[src/hdl/sbsm_pkg.sv]
// Shared constants, item types and controller/datapath signal groups for the stack machine.
package sbsm_pkg;

  // Storage sizes.
  localparam int MEM_DEPTH   = 32768;
  localparam int STACK_DEPTH = 256;
  localparam int INPUT_DEPTH = 32;

  localparam int PM_AW  = $clog2(MEM_DEPTH);
  localparam int SI_W   = $clog2(STACK_DEPTH);
  localparam int SP_W   = SI_W + 1;
  localparam int IB_W   = (INPUT_DEPTH > 1) ? $clog2(INPUT_DEPTH) : 1;
  localparam int CUR_W  = IB_W + 1;
  localparam int ADDR_W = 15;
  localparam int IP_W   = 16;
  localparam int WORD_W = 16;
  localparam int CFG_W  = 32;
  localparam int CFG_IDX_W = 1;

  // Highest address plus one that a fetch or a jump may use.
  localparam int MEM_LIMIT = (MEM_DEPTH < 32768) ? MEM_DEPTH : 32768;

  // Configuration register indexes and reset values.
  localparam logic [CFG_IDX_W-1:0] CFG_ORIGIN = 1'd0;
  localparam logic [CFG_IDX_W-1:0] CFG_STEPS  = 1'd1;
  localparam logic [ADDR_W-1:0]    ORIGIN_RST = 15'h3000;
  localparam logic [CFG_W-1:0]     STEPS_RST  = 32'd1000000;

  // Input item kinds.
  localparam logic [1:0] LD_PROG  = 2'd0;
  localparam logic [1:0] LD_INPUT = 2'd1;
  localparam logic [1:0] LD_RUN   = 2'd2;

  // Instruction opcodes.
  localparam logic [7:0] OPC_HALT = 8'd225;
  localparam logic [7:0] OPC_PUSH = 8'd164;
  localparam logic [7:0] OPC_POP  = 8'd155;
  localparam logic [7:0] OPC_XOR  = 8'd3;
  localparam logic [7:0] OPC_MUL  = 8'd162;
  localparam logic [7:0] OPC_INP  = 8'd177;
  localparam logic [7:0] OPC_JZ   = 8'd82;
  localparam logic [7:0] OPC_DUP  = 8'd206;
  localparam logic [7:0] OPC_INC  = 8'd102;
  localparam logic [7:0] OPC_JEMP = 8'd223;

  // Run status codes.
  localparam logic [2:0] ST_HALT  = 3'd0;
  localparam logic [2:0] ST_BADOP = 3'd1;
  localparam logic [2:0] ST_OVER  = 3'd2;
  localparam logic [2:0] ST_UNDER = 3'd3;
  localparam logic [2:0] ST_INPUT = 3'd4;
  localparam logic [2:0] ST_ADDR  = 3'd5;
  localparam logic [2:0] ST_STEPS = 3'd6;

  typedef struct packed {
    logic [1:0]        opcode;
    logic [ADDR_W-1:0] address;
    logic [4:0]        input_index;
    logic [7:0]        data_byte;
  } in_item_t;

  typedef struct packed {
    logic signed [WORD_W-1:0] halt_value;
    logic [2:0]               status;
    logic [ADDR_W-1:0]        final_address;
  } out_item_t;

  // Commands from the controller to the datapath.
  typedef struct packed {
    logic       clr_wr;
    logic       load_wr;
    logic       run_init;
    logic       fetch;
    logic       op_latch;
    logic       imlo;
    logic       imhi;
    logic       rd_top;
    logic       rd_sec;
    logic       exec;
    logic       finish;
    logic [2:0] fin_status;
    logic       out_load;
  } dp_cmd_t;

  // Status from the datapath to the controller.
  typedef struct packed {
    logic       clr_last;
    logic       steps_hit;
    logic       ip_bad;
    logic       needs_imm;
    logic       imm_bad;
    logic       exec_end;
    logic [2:0] exec_status;
  } dp_stat_t;

endpackage

[src/hdl/sbsm_ctrl.sv]
// Controller state machine: sequences memory clearing, loads and instruction execution.
module sbsm_ctrl import sbsm_pkg::*; (
  input  logic       clk,
  input  logic       rst_n,
  input  logic       in_valid,
  input  logic [1:0] in_opcode,
  output logic       in_ready,
  input  logic       out_ready,
  output logic       out_valid,
  input  dp_stat_t   stat,
  output dp_cmd_t    cmd
);

  typedef enum logic [9:0] {
    S_CLEAR = 10'b0000000001,
    S_IDLE  = 10'b0000000010,
    S_FETCH = 10'b0000000100,
    S_OPC   = 10'b0000001000,
    S_IMLO  = 10'b0000010000,
    S_IMHI  = 10'b0000100000,
    S_RDTOP = 10'b0001000000,
    S_RDSEC = 10'b0010000000,
    S_EXEC  = 10'b0100000000,
    S_DONE  = 10'b1000000000
  } state_t;

  state_t state_r, state_nxt;
  logic   out_valid_r, out_valid_nxt;

  // Next state and command decode.
  always_comb begin
    state_nxt     = state_r;
    cmd           = '0;
    cmd.fin_status = ST_HALT;
    in_ready      = 1'b0;
    out_valid_nxt = out_valid_r;
    if (out_valid_r && out_ready) begin
      out_valid_nxt = 1'b0;
    end
    unique case (state_r)
      S_CLEAR: begin
        cmd.clr_wr = 1'b1;
        if (stat.clr_last) begin
          state_nxt = S_IDLE;
        end
      end
      S_IDLE: begin
        in_ready = 1'b1;
        if (in_valid) begin
          cmd.load_wr = 1'b1;
          if (in_opcode == LD_RUN) begin
            cmd.run_init = 1'b1;
            state_nxt    = S_FETCH;
          end
        end
      end
      S_FETCH: begin
        if (stat.steps_hit) begin
          cmd.finish     = 1'b1;
          cmd.fin_status = ST_STEPS;
          state_nxt      = S_DONE;
        end else if (stat.ip_bad) begin
          cmd.finish     = 1'b1;
          cmd.fin_status = ST_ADDR;
          state_nxt      = S_DONE;
        end else begin
          cmd.fetch = 1'b1;
          state_nxt = S_OPC;
        end
      end
      S_OPC: begin
        cmd.op_latch = 1'b1;
        if (stat.needs_imm) begin
          if (stat.imm_bad) begin
            cmd.finish     = 1'b1;
            cmd.fin_status = ST_ADDR;
            state_nxt      = S_DONE;
          end else begin
            state_nxt = S_IMLO;
          end
        end else begin
          state_nxt = S_RDTOP;
        end
      end
      S_IMLO: begin
        cmd.imlo  = 1'b1;
        state_nxt = S_IMHI;
      end
      S_IMHI: begin
        cmd.imhi  = 1'b1;
        state_nxt = S_RDTOP;
      end
      S_RDTOP: begin
        cmd.rd_top = 1'b1;
        state_nxt  = S_RDSEC;
      end
      S_RDSEC: begin
        cmd.rd_sec = 1'b1;
        state_nxt  = S_EXEC;
      end
      S_EXEC: begin
        cmd.exec = 1'b1;
        if (stat.exec_end) begin
          cmd.finish     = 1'b1;
          cmd.fin_status = stat.exec_status;
          state_nxt      = S_DONE;
        end else begin
          state_nxt = S_FETCH;
        end
      end
      S_DONE: begin
        // Move the finished result into the output register once it is free.
        if (!out_valid_r || out_ready) begin
          cmd.out_load  = 1'b1;
          out_valid_nxt = 1'b1;
          state_nxt     = S_IDLE;
        end
      end
      default: begin
        state_nxt = S_IDLE;
      end
    endcase
  end

  always_ff @(posedge clk) begin
    if (!rst_n) begin
      state_r     <= S_CLEAR;
      out_valid_r <= 1'b0;
    end else begin
      state_r     <= state_nxt;
      out_valid_r <= out_valid_nxt;
    end
  end

  assign out_valid = out_valid_r;

endmodule

[config.mk]
export PLATFORM = sky130hd
export DESIGN_NAME = sbsm_ctrl
export DESIGN_NICKNAME = d
export VERILOG_FILES = /design/src/hdl/sbsm_pkg.sv /design/src/hdl/sbsm_ctrl.sv
export SDC_FILE = /design/constraint.sdc
export NUM_CORES = 1
export LEC_CHECK = 0
export BUFFER_PORTS_ARGS = -buffer_cell sky130_fd_sc_hd__buf_2
export CORE_MARGIN = 10
export CORE_UTILIZATION = 51
export DETAILED_ROUTE_END_ITERATION = 10
export GPL_TIMING_DRIVEN = 0
export PLACE_DENSITY = 0.83
export SYNTH_ARGS = -nofsm -noshare
export SYNTH_HDL_FRONTEND = slang
export SYNTH_SLANG_ARGS = --single-unit
[constraint.sdc]
create_clock -name clk -period 2.54 [get_ports clk]
set_input_delay 0.254 -clock clk [delete_from_list [all_inputs] [get_ports clk]]
set_output_delay 0.254 -clock clk [all_outputs]
set_load 0.05 [all_outputs]
# Yosys cells after proc, flatten, opt, wreduce, memory -nomap -nowiden
# Index checks and enable logic that the tools add are counted.
[classes]
n_eq_ne = 15
mux = 35
n_reduce_logical = 4
[op_table]
columns = ["cell", "n"]
rows = [
  ["one-hot mux 10 bit (10 select lines)", 1],
  ["2-to-1 mux 10 bit", 9],
  ["2-to-1 mux 4 bit", 5],
  ["2-to-1 mux 1 bit", 17],
  ["one-hot mux 4 bit (3 select lines)", 1],
  ["equality test 10 x 1 -> 1 bit, second input constant", 1],
  ["equality test 10 bit, second input constant", 1],
  ["equality test 10 x 2 -> 1 bit, second input constant", 1],
  ["equality test 10 x 3 -> 1 bit, second input constant", 1],
  ["equality test 10 x 4 -> 1 bit, second input constant", 1],
  ["equality test 10 x 5 -> 1 bit, second input constant", 1],
  ["equality test 10 x 6 -> 1 bit, second input constant", 1],
  ["equality test 10 x 7 -> 1 bit, second input constant", 1],
  ["equality test 10 x 8 -> 1 bit, second input constant", 1],
  ["equality test 10 x 9 -> 1 bit, second input constant", 1],
  ["inequality test 2 bit, second input constant", 4],
  ["2-to-1 mux 2 bit", 2],
  ["AND reduction 4 bit", 1],
  ["equality test 2 bit, second input constant", 1],
  ["logical AND 1 bit", 1],
  ["logical NOT 1 bit", 1],
  ["logical OR 1 bit", 1],
]
[word_totals]
ff_bits = 11
in_bits = 15
output_inout_bits = 17
word_cells = 56

# Longest topological paths before layout
# Gate-level depths: netlist (run 1).
[logic_depth]
depth_word = 4
mapped_depth = 6
mapped_depth_nobuf = 4

# Worst setup path after synthesis (run 1)
# No wires, ideal clock.
[synth_timing]
kind = "register to output"
from = "register state_r[3]"
to = "output cmd[13] (netlist bit)"
arrival_ns = 2.495
required_ns = 2.286
setup_slack_ns = -0.209
stages_incl_launch_ff = 5
path_buffers = 0
cell_sequence = "dfxtp_1 nor4_4 nand3_2 nor3_1 and2_1"
[synth_lines]
columns = ["element", "line", "source"]
rows = [
  ["from (decl)", "sbsm_ctrl.sv:27", "state_t state_r, state_nxt;"],
  ["from (signal assigned)", "sbsm_ctrl.sv:130", "state_r <= state_nxt;"],
  ["to (decl)", "sbsm_ctrl.sv:11", "output dp_cmd_t cmd"],
]

==> results of run 1 <==
[cell usage in the layout (no fill, tap or decap), drive strengths merged, types with 2 or more instances in the layout]
master	instances
clkbuf	4
buf	33
nor3	4
nor3b	4
and2	4
nor2b	4
o21a	3
inv	5
and3	3
nand3	5
a32o	2
nand4	4
nor4b	6
xor2	3
or2	2
nor4	3
dfxtp	11
nand2	3
nor2	9
[registers in the layout, indices dropped and copies added (netlist names)]
name	count
out_valid	1
state_r	10
[final timing paths]
kind	from	endpoint	slack (ns)	cells after the start
setup / recovery	state_r[6]	cmd[3]	0.32	6
hold / removal	stat[4]	state_r[4]	0.16	2
setup reg to reg	state_r[3]	state_r[8]	0.96	4
hold reg to reg	state_r[6]	state_r[7]	0.66	1
[power by group through the flow]
stage | registers, W | clock network (W) | logic, W
4_1_cts | 0.000183 | 0.000127 | 0.000103
3_3_place_gp | 0.000187 | 0 | 0.000100
5_1_grt | 0.000184 | 0.000137 | 0.000112
3_5_place_dp | 0.000187 | 0 | 0.000102
6_report | 0.000183 | 0.000124 | 0.000103
2_1_floorplan | 0.000186 | 0 | 0.0000750
[cell type report]
cell class | count | area (um^2) | share of cell area (%)
timing repair buffer | 30 | 150 | 14.2
tap | 16 | 20.0 | 1.90
multi-input combinational | 73 | 592 | 56.0
clock buffer | 3 | 22.5 | 2.13
clock inverter | 1 | 5.00 | 0.474
buffer | 4 | 27.5 | 2.61
sequential | 11 | 220 | 20.9
inverter | 5 | 18.8 | 1.78
[layer usage]
metal	GRT usage, %	wire (um)	vias up
met1	14.2	891	403
li1	-	-	419
met2	22.0	1170	34
met4	6.58	12	0
met3	6.68	250	3
met5	0	0	-
[kinds of logic after synthesis]
group                  synth area share (%)
AND/OR/NAND/NOR                        47.1
flip-flops                             26.0
multiplexers                           1.18
AO/OA/AOI/OAI                          17.1
buffers and inverters                  5.46
XOR/XNOR                               3.10
[stage by stage]
step	instances	area, um^2
finish	143	1060
global route	143	1060
CTS	143	1060
detailed placement	139	1030
global placement	139	1030
floorplan	93	858
==> impl_metrics.toml, run 1 <==
[outcome]
outcome = "finished, final reports clean"

[layout]
drive_gt1_share_pct = 44.1
fin_util_pct = 68.5
nets = 143
syn2layout_area_growth_pct = 24.7
nFillCells = 130
diodes = 0

[route]
vias_per_cell = 6.01
drt_iter0_markers = 22
ant_nets = 0
via_count = 859
routed_wirelength_mm = 2.33
wl_per_cell_um = 16.3
drcViolationCount = 0
drt_first_pass_iters = 4

[placed_design]
hpwl_mm = 1.88
globalplace.congestion = 0.808
dp_slack_ns = 0.641
port-buffer-count = 30

[pwr]
total_power_w = 0.000411
p_sw_w = 0.000138
power_switching_share_pct = 33.6
p_int_w = 0.000273
ir_worst_vdd_v = 0.000211
power_frac_seq_pct = 44.6
power_frac_clock_pct = 30.3
p_comb_share_pct = 25.1
p_per_area_mw_per_mm2 = 389
leakagePower_nw = 0.522

[timing]
fin_crit_ns = 2.22
whs_ns = 0.160
setup_tns_ns = 0
finalHoldViolCount = 0
worst_pin_slew_ns = 0.396
layout_setup_ws_ns = 0.322
fin_crit_sh_pct = 87.3
drv_slew = 0
rsz0062_at_grt = "no"
skew_ns = 0.00344
relSlewSlack_pct = 73.6
fmax_mhz = 451
setup_viol = 0

[critical_path]
cp.buffers_inverters = 2
endpoint_kind = "output pin"
path_delay_family = "simple AND/OR/NAND/NOR gates"
path_class = "reg -> out"
slowest_delay_ns = 0.43
cp_slowest_cell = "nor4_4"
cp_max_fo = 7
cp.required_ns = 2.29
cp-start-kind = "flop"
crit_chain = "nor4_4 -> and2_1 -> buf_6 -> and2_4 -> a22o_1 -> buf_2"
cp.arrival_ns = 1.96

[cts]
hold_buffers = 0
ctsResizeCount = 0
cts_post_setup_buffers_inserted = 0
cts_max_level = 1
cts.sinks = 11
cts-root-buf = "clkbuf_4"
numCtsBuffers = 3
clock_latency_ns = 0.28
clockBufferDepth = 2
clk_transition_reported_paths_ns = 0.07
cts_tree = "yes"

[flow_run]
cap_violations = 0

[die]
die-width_um = 60.8
num_rows = 14
start_util_pct = 55.0
dieArea_mm2 = 0.00369
fp.dieH_um = 60.8
core_area_mm2 = 0.00154
top_level_ports = 32

[synth]
synth_area_um2 = 847
yosysSeqAreaShare_pct = 26.0
ys_seq_elements = 11
synthCells = 93
synth.top_cell.area_share_pct = 26.0
synth_edf_count = 0
syn_avg_cell_area_um2 = 9.11
ys_types = 45
synth-async-reset-ratio_pct = 0
syn-num-nets = 108
netlist_top_cells_count = "11 x dfxtp_1, 8 x nor2_1, 5 x inv_1"
synth_area_leaders = "dfxtp_1 26%, nor4b_2 5.3%, nor4_4 5.0%"
yosysMostFrequentCell = "dfxtp_1"
synth_area_leader_cell = "dfxtp_1"
ys.warnings.count = 0
ys.flop_type = "dfxtp_1"

[global_route]
grt_pass1_wl_mm = 3.84
antenna_found_initial = 0
grt_pass1_vias = 862
grt_use_total_pct = 13.5
grt_start_max_net_pins = 11
grt_remaining_overflow = 0

[hold_path]
worstHoldPathType = "in -> reg"
No activity file was read; power rests on OpenSTA's default activity.
==> run 2, diff against run 1 <==
--- a/config.mk
+++ b/config.mk
@@ -5,12 +5,14 @@
 export SDC_FILE = /design/constraint.sdc
 export NUM_CORES = 1
 export LEC_CHECK = 0
+export ABC_CLOCK_PERIOD_IN_PS = 2540
 export BUFFER_PORTS_ARGS = -buffer_cell sky130_fd_sc_hd__buf_2
 export CORE_MARGIN = 10
 export CORE_UTILIZATION = 51
 export DETAILED_ROUTE_END_ITERATION = 10
 export GPL_TIMING_DRIVEN = 0
 export PLACE_DENSITY = 0.83
+export REMOVE_ABC_BUFFERS = 1
 export SYNTH_ARGS = -nofsm -noshare
 export SYNTH_HDL_FRONTEND = slang
 export SYNTH_SLANG_ARGS = --single-unit
==> impl_metrics.toml, run 2 (synthesized netlist as in run 1, its figures left out) <==
[flow_run]
cap_violations = 0

[timing]
drv_slew = 0
fin_crit_ns = 2.29
fin_crit_sh_pct = 90.0
worst_pin_slew_ns = 0.456
skew_ns = 0.00553
relSlewSlack_pct = 69.6
fmax_mhz = 437
setup_viol = 0
setup_tns_ns = 0
finalHoldViolCount = 0
rsz0062_at_grt = "no"

[layout]
final_cell_mix = "31 x buf_2, 11 x dfxtp_1, 8 x nor2_1, 5 x inv_1"
largest_register = "state_r"
drive_gt1_share_pct = 41.9
nFillCells = 136
stdcell_area_mm2 = 0.00102
layoutNonFillerInstCount = 140
syn2layout_area_growth_pct = 20.7
diodes = 0
nets = 140
layout_commonest_cell = "buf_2"
largest_reg_flops = 10

[cts]
ctsResizeCount = 0
cts.sinks = 11
clockBufferDepth = 2
clock_latency_ns = 0.28
hold_buffers = 0
numCtsBuffers = 3
cts_tree = "yes"
cts_post_setup_buffers_inserted = 0
cts-root-buf = "clkbuf_4"
cts_max_level = 1
clk_transition_reported_paths_ns = 0.07

[route]
wl_per_cell_um = 15.9
vias_per_cell = 6.05
ant_nets = 0
drcViolationCount = 0
routed.top_layer = "met4"
drt-met1-wl_um = 915
route.met3.wl_um = 108
via_count = 847
routed_wirelength_mm = 2.23
drt_first_pass_iters = 4
drt_iter0_markers = 21
wl_met2_mm = 1.16

[critical_path]
cp.required_ns = 2.29
r2r_start = "state_r[8]"
crit_start = "state_r[6]"
cp.arrival_ns = 2.03
path_class = "reg -> out"
cp-start-kind = "flop"
endpoint_kind = "output pin"
cp_max_fo = 7

[global_route]
grt_start_max_net_pins = 12
grt_remaining_overflow = 0
grt_use_total_pct = 13.0
grt_pass1_vias = 878
grt_pass1_wl_mm = 3.81
antenna_found_initial = 0

[die]
dieArea_mm2 = 0.00369
fp.dieH_um = 60.8
num_rows = 14
die-width_um = 60.8
start_util_pct = 55.0
top_level_ports = 32
core_area_mm2 = 0.00154

[pwr]
p_per_area_mw_per_mm2 = 391
ir_worst_vdd_v = 0.000331
leakagePower_nw = 0.508

[placed_design]
placement.cell_area_um2 = 995
hpwl_mm = 1.84
port-buffer-count = 31
globalplace.congestion = 0.812
dp.cells = 136

[hold_path]
worstHoldPathType = "in -> reg"
min_from = "stat[4]"

[outcome]
outcome = "finished, final reports clean"
[run 2: cell count changes in the layout (fill, tap and decap cells not counted)]
cell / change
buf_6: -1
nor4_1: +1
nor3_1: +1
nor3_2: -1
buf_4: -1
nor4_2: -1
clkbuf_1: -1
[run 2: layout make-up]
type                            count  area, um^2  area share [%]
Multi-Input combinational cell     73         581            56.8
Sequential cell                    11         220            21.5
Timing Repair Buffer               31         155            15.2
Tap cell                           16        20.0            1.96
Inverter                            5        18.8            1.84
Clock inverter                      1        5.00           0.490
Clock buffer                        3        22.5            2.20
[run 2: critical path, cell delays in order, from the launching register on]
cell     delay [ns]
dfxtp_1        0.42
nor4_4         0.41
and2_1         0.34
and2_4         0.21
a22o_1         0.12
buf_2          0.25
[run 2: path summary, 6_finish.rpt]
path | endpoint | slack, ns | cells after the start
min reg2reg | state_r[7] | 0.65 | 1
min | state_r[4] | 0.17 | 2
max reg2reg | state_r[1] | 0.96 | 4
max | cmd[3] | 0.25 | 5
[run 2: through the flow]
stage	worst slack (ns)	hold slack (ns)	util, %	power, W
floorplan	-0.209	0.331	-	0.000252
global placement	0.604	0.459	64.5	0.000280
detailed placement	0.559	0.458	64.5	0.000283
CTS	0.257	0.167	66.3	0.000403
global route	0.131	0.170	66.3	0.000423
finish	0.253	0.170	66.3	0.000400
[run 2: metal layers]
| layer | global-route usage [%] | vias up |
|---|---|---|
| met5 | 0 | - |
| met4 | 3.13 | 0 |
| met3 | 3.76 | 7 |
| met2 | 23.6 | 18 |
| met1 | 14.4 | 406 |
| li1 | - | 416 |
[run 2: power breakdown]
group	switching [W]	leakage, nW	internal, W
Combinational	0.0000583	0.401	0.0000334
Clock	0.0000620	0.0177	0.0000585
Sequential	0.0000113	0.0894	0.000176
Total	0.000132	0.508	0.000268
